`src/rtl/core/wttn_pkg.sv`:
```
// Shared types and constants for the wait table with notification FIFO.
package wttn_pkg;

    localparam int TABLE_DEPTH = 16;
    localparam int FIFO_DEPTH  = 16;
    localparam int TIDX_W      = $clog2(TABLE_DEPTH);
    localparam int FIDX_W      = $clog2(FIFO_DEPTH);
    localparam int FCNT_W      = $clog2(FIFO_DEPTH + 1);

    localparam int KEY_W       = 16;
    localparam int SLOT_W      = 4;
    localparam int KIND_W      = 2;
    localparam int OP_W        = 3;
    localparam int IN_W        = 103;
    localparam int IN_BUS_W    = 104;
    localparam int OUT_W       = 106;
    localparam int OUT_BUS_W   = 112;

    localparam logic [KIND_W-1:0] KIND_FREE = 2'd0;
    localparam logic [KIND_W-1:0] KIND_FILE = 2'd1;

    typedef enum logic [OP_W-1:0] {
        OP_ADD     = 3'd0,
        OP_FIND    = 3'd1,
        OP_NOTIFY  = 3'd2,
        OP_RELEASE = 3'd3,
        OP_POP     = 3'd4
    } op_t;

    typedef enum logic [2:0] {
        STAT_OK         = 3'd0,
        STAT_TABLE_FULL = 3'd1,
        STAT_NO_MATCH   = 3'd2,
        STAT_FIFO_FULL  = 3'd3,
        STAT_FIFO_EMPTY = 3'd4
    } status_t;

    typedef struct packed {
        logic [SLOT_W-1:0] start_index;
        logic              file_dir;
        logic [15:0]       file_count;
        logic [15:0]       file_dest;
        logic [15:0]       file_desc;
        logic [15:0]       syscall_ref;
        logic [KIND_W-1:0] wait_kind;
        logic [KEY_W-1:0]  trigger_key;
        logic [15:0]       pid;
    } in_word_t;

    typedef struct packed {
        logic [KEY_W-1:0]  popped_key;
        logic              found_file_dir;
        logic [15:0]       found_file_count;
        logic [15:0]       found_file_dest;
        logic [15:0]       found_file_desc;
        logic [15:0]       found_syscall_ref;
        logic [KIND_W-1:0] found_kind;
        logic [15:0]       found_pid;
        logic [SLOT_W-1:0] slot_index;
        status_t           status;
    } out_word_t;

    typedef struct packed {
        logic [15:0]      pid;
        logic [KEY_W-1:0] trigger;
        logic [15:0]      syscall;
    } slot_main_t;

    typedef struct packed {
        logic        dir;
        logic [15:0] count;
        logic [15:0] dest;
        logic [15:0] desc;
    } slot_file_t;

    typedef struct packed {
        logic              add_en;
        logic              file_en;
        logic [TIDX_W-1:0] add_idx;
        logic [KIND_W-1:0] add_kind;
        slot_main_t        main_wr;
        slot_file_t        file_wr;
        logic              rel_en;
        logic [TIDX_W-1:0] rel_idx;
        logic [TIDX_W-1:0] rd_idx;
    } tbl_req_t;

    typedef struct packed {
        logic              free_any;
        logic [TIDX_W-1:0] free_idx;
        logic [KIND_W-1:0] rd_kind;
        slot_main_t        rd_main;
        slot_file_t        rd_file;
    } tbl_rsp_t;

    typedef struct packed {
        logic             push;
        logic             pop;
        logic [KEY_W-1:0] key;
    } fifo_req_t;

    typedef struct packed {
        logic             full;
        logic             empty;
        logic [KEY_W-1:0] rd_key;
    } fifo_rsp_t;

endpackage

```
`src/rtl/core/wttn_table.sv`:
```
// Waiter slot storage: kind flops, slot memories and lowest-free-slot encoder.
module wttn_table (
    input  logic               aclk,
    input  logic               aresetn,
    input  wttn_pkg::tbl_req_t req,
    output wttn_pkg::tbl_rsp_t rsp
);
    import wttn_pkg::*;

    logic [KIND_W-1:0] kind_reg [TABLE_DEPTH];
    slot_main_t        main_mem [TABLE_DEPTH];
    slot_file_t        file_mem [TABLE_DEPTH];
    slot_main_t        main_rd_reg;
    slot_file_t        file_rd_reg;
    logic [KIND_W-1:0] kind_rd_reg;
    logic              free_any;
    logic [TIDX_W-1:0] free_idx;

    always_ff @(posedge aclk) begin
        if (!aresetn) begin
            for (int i = 0; i < TABLE_DEPTH; i++) begin
                kind_reg[i] <= KIND_FREE;
            end
        end else begin
            if (req.rel_en) begin
                kind_reg[req.rel_idx] <= KIND_FREE;
            end
            if (req.add_en) begin
                kind_reg[req.add_idx] <= req.add_kind;
            end
        end
    end

    always_ff @(posedge aclk) begin
        if (req.add_en) begin
            main_mem[req.add_idx] <= req.main_wr;
        end
        if (req.file_en) begin
            file_mem[req.add_idx] <= req.file_wr;
        end
        main_rd_reg <= main_mem[req.rd_idx];
        file_rd_reg <= file_mem[req.rd_idx];
        kind_rd_reg <= kind_reg[req.rd_idx];
    end

    always_comb begin
        free_any = 1'b0;
        free_idx = '0;
        for (int i = TABLE_DEPTH - 1; i >= 0; i--) begin
            if (kind_reg[i] == KIND_FREE) begin
                free_any = 1'b1;
                free_idx = TIDX_W'(i);
            end
        end
    end

    assign rsp.free_any = free_any;
    assign rsp.free_idx = free_idx;
    assign rsp.rd_kind  = kind_rd_reg;
    assign rsp.rd_main  = main_rd_reg;
    assign rsp.rd_file  = file_rd_reg;

endmodule

```
`src/rtl/core/wttn_fifo.sv`:
```
// Pending-notification FIFO: key memory with head, tail and fill count.
module wttn_fifo (
    input  logic                aclk,
    input  logic                aresetn,
    input  wttn_pkg::fifo_req_t req,
    output wttn_pkg::fifo_rsp_t rsp
);
    import wttn_pkg::*;

    logic [KEY_W-1:0]  mem [FIFO_DEPTH];
    logic [FIDX_W-1:0] head_reg;
    logic [FIDX_W-1:0] tail_reg;
    logic [FCNT_W-1:0] fill_reg;
    logic [KEY_W-1:0]  rd_reg;

    always_ff @(posedge aclk) begin
        if (!aresetn) begin
            head_reg <= '0;
            tail_reg <= '0;
            fill_reg <= '0;
        end else begin
            if (req.push) begin
                tail_reg <= (tail_reg == FIDX_W'(FIFO_DEPTH - 1)) ? '0 : tail_reg + 1'b1;
            end
            if (req.pop) begin
                head_reg <= (head_reg == FIDX_W'(FIFO_DEPTH - 1)) ? '0 : head_reg + 1'b1;
            end
            if (req.push && !req.pop) begin
                fill_reg <= fill_reg + 1'b1;
            end else if (req.pop && !req.push) begin
                fill_reg <= fill_reg - 1'b1;
            end
        end
    end

    always_ff @(posedge aclk) begin
        if (req.push) begin
            mem[tail_reg] <= req.key;
        end
        if (req.pop) begin
            rd_reg <= mem[head_reg];
        end
    end

    assign rsp.full   = (fill_reg == FCNT_W'(FIFO_DEPTH));
    assign rsp.empty  = (fill_reg == '0);
    assign rsp.rd_key = rd_reg;

endmodule

```
`src/rtl/core/wait_table_with_notify_fifo_unit.sv`:
```
// Steps: add, notify, release and unknown ops pass from idle to the result state; pop passes
// through a pop state first. Find scans slots from start_index up to the last slot, one slot
// read per cycle from the slot memories, before the result state.
// Throughput: one word at a time; the next word is taken once the result moves to the
// output register, which may still be waiting on m_tready.
// Reset: slot kinds (flops) cleared to free and FIFO pointers zeroed at once.
module wait_table_with_notify_fifo_unit (
    input  logic                              aclk,
    input  logic                              aresetn,
    input  logic                              s_tvalid,
    output logic                              s_tready,
    // pid, trigger_key, wait_kind, syscall_ref, file_desc, file_dest, file_count,
    // file_dir, start_index
    input  logic [wttn_pkg::IN_BUS_W-1:0]     s_tdata,
    // op
    input  logic [wttn_pkg::OP_W-1:0]         s_tuser,
    output logic                              m_tvalid,
    input  logic                              m_tready,
    // status, slot_index, found_pid, found_kind, found_syscall_ref, found_file_desc,
    // found_file_dest, found_file_count, found_file_dir, popped_key
    output logic [wttn_pkg::OUT_BUS_W-1:0]    m_tdata
);
    import wttn_pkg::*;

    typedef enum logic [1:0] {
        ST_IDLE,
        ST_SCAN,
        ST_POP,
        ST_RESULT
    } state_t;

    state_t            state_reg, state_next;
    logic [KEY_W-1:0]  key_reg, key_next;
    logic [TIDX_W-1:0] idx_reg, idx_next;
    out_word_t         res_reg, res_next;
    out_word_t         out_reg, out_next;
    logic              m_tvalid_reg, m_tvalid_next;

    in_word_t  in_w;
    logic      start_ok;
    tbl_req_t  tbl_req;
    tbl_rsp_t  tbl_rsp;
    fifo_req_t fifo_req;
    fifo_rsp_t fifo_rsp;

    wttn_table u_table (
        .aclk    (aclk),
        .aresetn (aresetn),
        .req     (tbl_req),
        .rsp     (tbl_rsp)
    );

    wttn_fifo u_fifo (
        .aclk    (aclk),
        .aresetn (aresetn),
        .req     (fifo_req),
        .rsp     (fifo_rsp)
    );

    assign in_w     = in_word_t'(s_tdata[IN_W-1:0]);
    assign start_ok = (int'(in_w.start_index) < TABLE_DEPTH);
    assign s_tready = (state_reg == ST_IDLE);
    assign m_tvalid = m_tvalid_reg;
    assign m_tdata  = {{(OUT_BUS_W - OUT_W){1'b0}}, out_reg};

    always_comb begin
        state_next    = state_reg;
        key_next      = key_reg;
        idx_next      = idx_reg;
        res_next      = res_reg;
        out_next      = out_reg;
        m_tvalid_next = m_tvalid_reg && !m_tready;
        tbl_req       = '0;
        tbl_req.rd_idx = TIDX_W'(idx_reg + 1'b1);
        fifo_req      = '0;
        fifo_req.key  = in_w.trigger_key;

        unique case (state_reg)
            ST_IDLE: begin
                if (s_tvalid) begin
                    res_next        = '0;
                    res_next.status = STAT_OK;
                    state_next      = ST_RESULT;
                    unique case (op_t'(s_tuser))
                        OP_ADD: begin
                            if (tbl_rsp.free_any) begin
                                tbl_req.add_en  = 1'b1;
                                tbl_req.file_en = (in_w.wait_kind == KIND_FILE);
                                tbl_req.add_idx = tbl_rsp.free_idx;
                                tbl_req.add_kind = in_w.wait_kind;
                                tbl_req.main_wr = '{pid: in_w.pid, trigger: in_w.trigger_key,
                                                    syscall: in_w.syscall_ref};
                                tbl_req.file_wr = '{dir: in_w.file_dir, count: in_w.file_count,
                                                    dest: in_w.file_dest, desc: in_w.file_desc};
                                res_next.slot_index = SLOT_W'(tbl_rsp.free_idx);
                            end else begin
                                res_next.status = STAT_TABLE_FULL;
                            end
                        end
                        OP_FIND: begin
                            key_next = in_w.trigger_key;
                            if (start_ok) begin
                                idx_next       = TIDX_W'(in_w.start_index);
                                tbl_req.rd_idx = TIDX_W'(in_w.start_index);
                                state_next     = ST_SCAN;
                            end else begin
                                res_next.status = STAT_NO_MATCH;
                            end
                        end
                        OP_NOTIFY: begin
                            if (fifo_rsp.full) begin
                                res_next.status = STAT_FIFO_FULL;
                            end else begin
                                fifo_req.push = 1'b1;
                            end
                        end
                        OP_RELEASE: begin
                            tbl_req.rel_en  = start_ok;
                            tbl_req.rel_idx = TIDX_W'(in_w.start_index);
                        end
                        OP_POP: begin
                            if (fifo_rsp.empty) begin
                                res_next.status = STAT_FIFO_EMPTY;
                            end else begin
                                fifo_req.pop = 1'b1;
                                state_next   = ST_POP;
                            end
                        end
                        default: begin
                        end
                    endcase
                end
            end
            ST_SCAN: begin
                if (tbl_rsp.rd_kind != KIND_FREE && tbl_rsp.rd_main.trigger == key_reg) begin
                    res_next.slot_index        = SLOT_W'(idx_reg);
                    res_next.found_pid         = tbl_rsp.rd_main.pid;
                    res_next.found_kind        = tbl_rsp.rd_kind;
                    res_next.found_syscall_ref = tbl_rsp.rd_main.syscall;
                    if (tbl_rsp.rd_kind == KIND_FILE) begin
                        res_next.found_file_desc  = tbl_rsp.rd_file.desc;
                        res_next.found_file_dest  = tbl_rsp.rd_file.dest;
                        res_next.found_file_count = tbl_rsp.rd_file.count;
                        res_next.found_file_dir   = tbl_rsp.rd_file.dir;
                    end
                    state_next = ST_RESULT;
                end else if (idx_reg == TIDX_W'(TABLE_DEPTH - 1)) begin
                    res_next.status = STAT_NO_MATCH;
                    state_next      = ST_RESULT;
                end else begin
                    idx_next = TIDX_W'(idx_reg + 1'b1);
                end
            end
            ST_POP: begin
                res_next.popped_key = fifo_rsp.rd_key;
                state_next          = ST_RESULT;
            end
            ST_RESULT: begin
                if (!m_tvalid_reg || m_tready) begin
                    out_next      = res_reg;
                    m_tvalid_next = 1'b1;
                    state_next    = ST_IDLE;
                end
            end
            default: begin
                state_next = ST_IDLE;
            end
        endcase
    end

    always_ff @(posedge aclk) begin
        if (!aresetn) begin
            state_reg    <= ST_IDLE;
            m_tvalid_reg <= 1'b0;
        end else begin
            state_reg    <= state_next;
            m_tvalid_reg <= m_tvalid_next;
        end
        key_reg <= key_next;
        idx_reg <= idx_next;
        res_reg <= res_next;
        out_reg <= out_next;
    end

`ifndef SYNTHESIS
    a_fifo_flags: assert property (@(posedge aclk) disable iff (!aresetn)
        !(fifo_rsp.full && fifo_rsp.empty))
        else $error("fifo reports full and empty together");

    a_find_scans: assert property (@(posedge aclk) disable iff (!aresetn)
        s_tvalid && s_tready && s_tuser == OP_FIND && start_ok |=> state_reg == ST_SCAN)
        else $error("find did not start a slot scan");

    a_add_free: assert property (@(posedge aclk) disable iff (!aresetn)
        s_tvalid && s_tready && s_tuser == OP_ADD && tbl_rsp.free_any
        |=> res_reg.status == STAT_OK)
        else $error("add reported full with a free slot");

    a_out_load: assert property (@(posedge aclk) disable iff (!aresetn)
        $rose(m_tvalid) |-> $past(state_reg) == ST_RESULT)
        else $error("output word loaded outside result state");
`endif

endmodule

```
`config.mk`:
```
export PLATFORM = sky130hd
export DESIGN_NAME = wait_table_with_notify_fifo_unit
export DESIGN_NICKNAME = d
export VERILOG_FILES = /design/src/rtl/core/wttn_pkg.sv /design/src/rtl/core/wttn_table.sv /design/src/rtl/core/wttn_fifo.sv /design/src/rtl/core/wait_table_with_notify_fifo_unit.sv
export SDC_FILE = /design/constraint.sdc
export NUM_CORES = 2
export LEC_CHECK = 0
export ABC_AREA = 1
export BUFFER_PORTS_ARGS = -buffer_cell sky130_fd_sc_hd__buf_4
export CORE_ASPECT_RATIO = 0.75
export CORE_MARGIN = 2
export CORE_UTILIZATION = 67
export CTS_CLUSTER_DIAMETER = 30
export DETAILED_ROUTE_END_ITERATION = 7
export PLACE_DENSITY_LB_ADDON = 0.25
export SLEW_MARGIN = 25
export SYNTH_ARGS = -nofsm -noshare
export SYNTH_HDL_FRONTEND = slang
export SYNTH_SLANG_ARGS = --single-unit
export TNS_END_PERCENT = 10
```
`constraint.sdc`:
```
create_clock -name aclk -period 17.9 [get_ports aclk]
set_clock_uncertainty 0.2 [all_clocks]
set_input_delay 3.58 -clock aclk [delete_from_list [all_inputs] [get_ports aclk]]
set_output_delay 3.58 -clock aclk [all_outputs]
set_load 0.03 [all_outputs]
```
==> metrics.cfg <==
[status]
status=complete, no violations

[floorplan]
dieArea_um2=128000
core_area_um2=124000
die_w_um=413
chipHeight_um=311
num_rows=112
start_util_pct=67.6
ios=225

[cells_and_area]
drive_gt1_share_pct=13.4
largest_registers=u_table.file_mem: 784 flops, u_table.main_mem: 768 flops, u_fifo.mem: 256 flops
largest_reg_flops=784
fin_nets=6494
fill_cells=6591
top_register=u_table.file_mem
synthToLayoutAreaGrowth_pct=15.9

[setup_path]
crit_required_ps=18530
critPathTopFamily=buffers and inverters
cp_cell_sequence=buf_4, nor3_2, inv_2, nor2_8, nand2_1, o21ai_4, buf_4, buf_4, buf_6, buf_4, o21ai_0, o22ai_1, o21ai_0, o21ai_1
cp_max_fo=114
timing.critical_path.buf_inv=6
path_common_cell=buf_4
slowest_delay_ps=860
crit_arrival_ps=8960
cp-start-kind=input pin
worstSetupEndpointType=register
crit_type=input pin to register
crit_slowest_cell=buf_4

[clock_tree]
cts_made_buffers=306
clock_path_buffers=4
cts_tree=done
clock_sinks=2203
cts_resized=0
cts.clk_slew.worst_paths_ps=60
clk_latency_ps=900
htreeDepth=5
cts-root-buf=clkbuf_16
cts_hold_buf=0
cts_setup_buffers=0

[logic_synthesis]
synth_top_area_share_pct=74.5
ys_ff_latch=2203
synth_cell_types=53
syn_avg_cell_area_um2=13.7
yosys_most_used_dff=edfxtp_1
synth.area.top_cells=edfxtp_1 75%, o21ai_0 5.5%, nor2_1 5.4%
synth.largest_area_cell=edfxtp_1
yosys_warnings=0
synth_edf_count=2088
synth_cells=6144
ys_async_sr_fraction_pct=0
syn-cell-area_um2=84100
ys_seq_area_share_pct=77.3

[grt]
grt-ovfl-total=0
grt_pass1_vias=53900
track_usage_pct=34.0
antenna_found_initial=1
grt_max_degree=315
grt_first_pass_wirelength_um=326000

[drt]
first_pass_iters=7
drc_errors=0
via_count=55000
ant_nets=0
routed_wirelength_um=220000
drt-initial-drc-count=9363
via_per_inst=6.66
wl_per_cell_um=26.7

[power]
leakagePower_nw=34.4
p_seq_share_pct=39.4
p_sw_mw=4.86
p_int_mw=10.7
pwr-share-comb_pct=21.8
clock_power_share_pct=38.8
sw_frac_of_total_pct=31.3
p_per_area_nw_per_um2=159
peakVddDrop_v=0.000144

[placed_design]
place_worst_setup_slack_ps=8740
dp_hpwl_um=99800
routabilityCongestion=0.862
portBuffers=217

[timing]
layout_min_cycle_time_ps=8340
finalMaxSlewViolations=0
setup_tns_ps=0
slew_headroom_pct=14.2
tightest_slew_ps=1280
finalCritPeriodShare_pct=46.6
max_freq_ghz=0.120
rsz0062_at_grt=no
finalHoldViolCount=0
setup_violations=0
timing.final.ws_setup_ps=9560

[flow_run]
cap_viol_max_count=0

[hold_path]
min_path_type=register to register

## worst register-to-register path, cell delays in order, from the launching register on
cell     delay, ps
dfxtp_1        350
inv_1          120
ha_1           280
nand2_2        220
nor2_8         530
nand2_1        190
o21ai_4        180
buf_4          640
buf_4          910
buf_6          780
buf_4          850
o21ai_0        290
o22ai_1        250
o21ai_0        140
o21ai_1        250
## final timing paths
kind | startpoint | end | slack (ps) | depth (start not counted)
setup / recovery | s_tuser[1] | u_table.rsp[42] | 9560 | 14
hold / removal | res_reg[76] | m_tdata[76] | 200 | 0
hold reg to reg | res_reg[76] | m_tdata[76] | 200 | 0
setup reg to reg | state_reg[0] | u_table.rsp[42] | 11660 | 14
## per-layer routing
metal  vias to the layer above  share of wire, %  track usage [%]
li1                      23300                 -                -
met1                     26700                36             48.0
met2                      4248                46             51.3
met3                       728                13             7.94
met4                         0               4.2             15.5
met5                         -                 0                0
## final cells by class
type | count | area (um^2) | area share [%]
Clock inverter | 184 | 2170 | 2.23
Tap cell | 1653 | 2070 | 2.12
Timing Repair Buffer | 313 | 2440 | 2.50
Multi-Input combinational cell | 3289 | 16800 | 17.2
Antenna cell | 2 | 5.00 | 0.00513
Sequential cell | 2203 | 65000 | 66.6
Inverter | 255 | 998 | 1.02
Clock buffer | 354 | 8060 | 8.26
## logic make-up after synthesis
family,count (synthesis),share of synthesized area [%]
adders and majority gates,15,0.232
AOI/OAI and AO/OA,1535,10.8
buffers and inverters,657,3.14
xor gates and xnor gates,20,0.208
DFF,2203,77.3
other,1,0.00446
and+or+nand+nor,1685,7.99
muxes,28,0.333
## power by group through the flow
stage,Clock (mW),Sequential (mW),Combinational [mW]
4_1_cts,6.06,6.13,3.31
3_3_place_gp,0,6.22,3.10
6_report,6.04,6.13,3.39
3_5_place_dp,0,6.22,3.20
5_1_grt,6.27,6.15,3.64
2_1_floorplan,0,6.27,2.13
## cells in the mapped netlist (5+ instances only)
cell type  instances
o221ai_1         265
buf_4             17
buf_1             11
inv_1            246
xnor2_1           14
edfxtp_1        2088
o211ai_1          16
mux2i_1           28
buf_2             82
o22ai_1          160
nor3_1            17
nand2_1          255
or2_2             11
xor2_1             6
a21oi_1           17
nor2_1          1200
clkbuf_1         291
o32ai_1           36
nand4_1           17
o21ai_1          107
nand3_1          161
dfxtp_1          115
or2_1              5
o21ai_0          920
ha_1              14
## per-stage QoR
stage	hold WS, ps	std cells	total power [mW]	util [%]	instance area, um^2
2_1_floorplan	200	6149	8.40	-	84200
4_1_cts	205	8249	15.5	78.3	97500
5_1_grt	209	8252	16.1	78.4	97500
6_report	205	8253	15.6	78.4	97500
3_3_place_gp	202	7710	9.32	70.1	87200
3_5_place_dp	205	7711	9.43	70.1	87200
## cells in the final DEF, fill, tap and decap left out, types with 13 or more instances in the layout
cell	count
nor2_4	19
nand3_1	161
o221ai_1	265
clkinv_2	33
edfxtp_1	2088
clkinvlp_4	28
mux2i_1	28
a21oi_1	15
inv_6	36
o32ai_1	36
clkbuf_1	34
o21ai_1	106
o21ai_0	920
nor3_2	16
clkinv_1	16
nand2_1	255
clkinv_4	26
inv_1	244
clkbuf_16	313
nor2_1	1178
dfxtp_1	113
ha_1	13
xnor2_1	14
nand4_1	17
o211ai_1	16
buf_4	303
o22ai_1	160
bufinv_16	35
(Power assumes the default switching activity.)
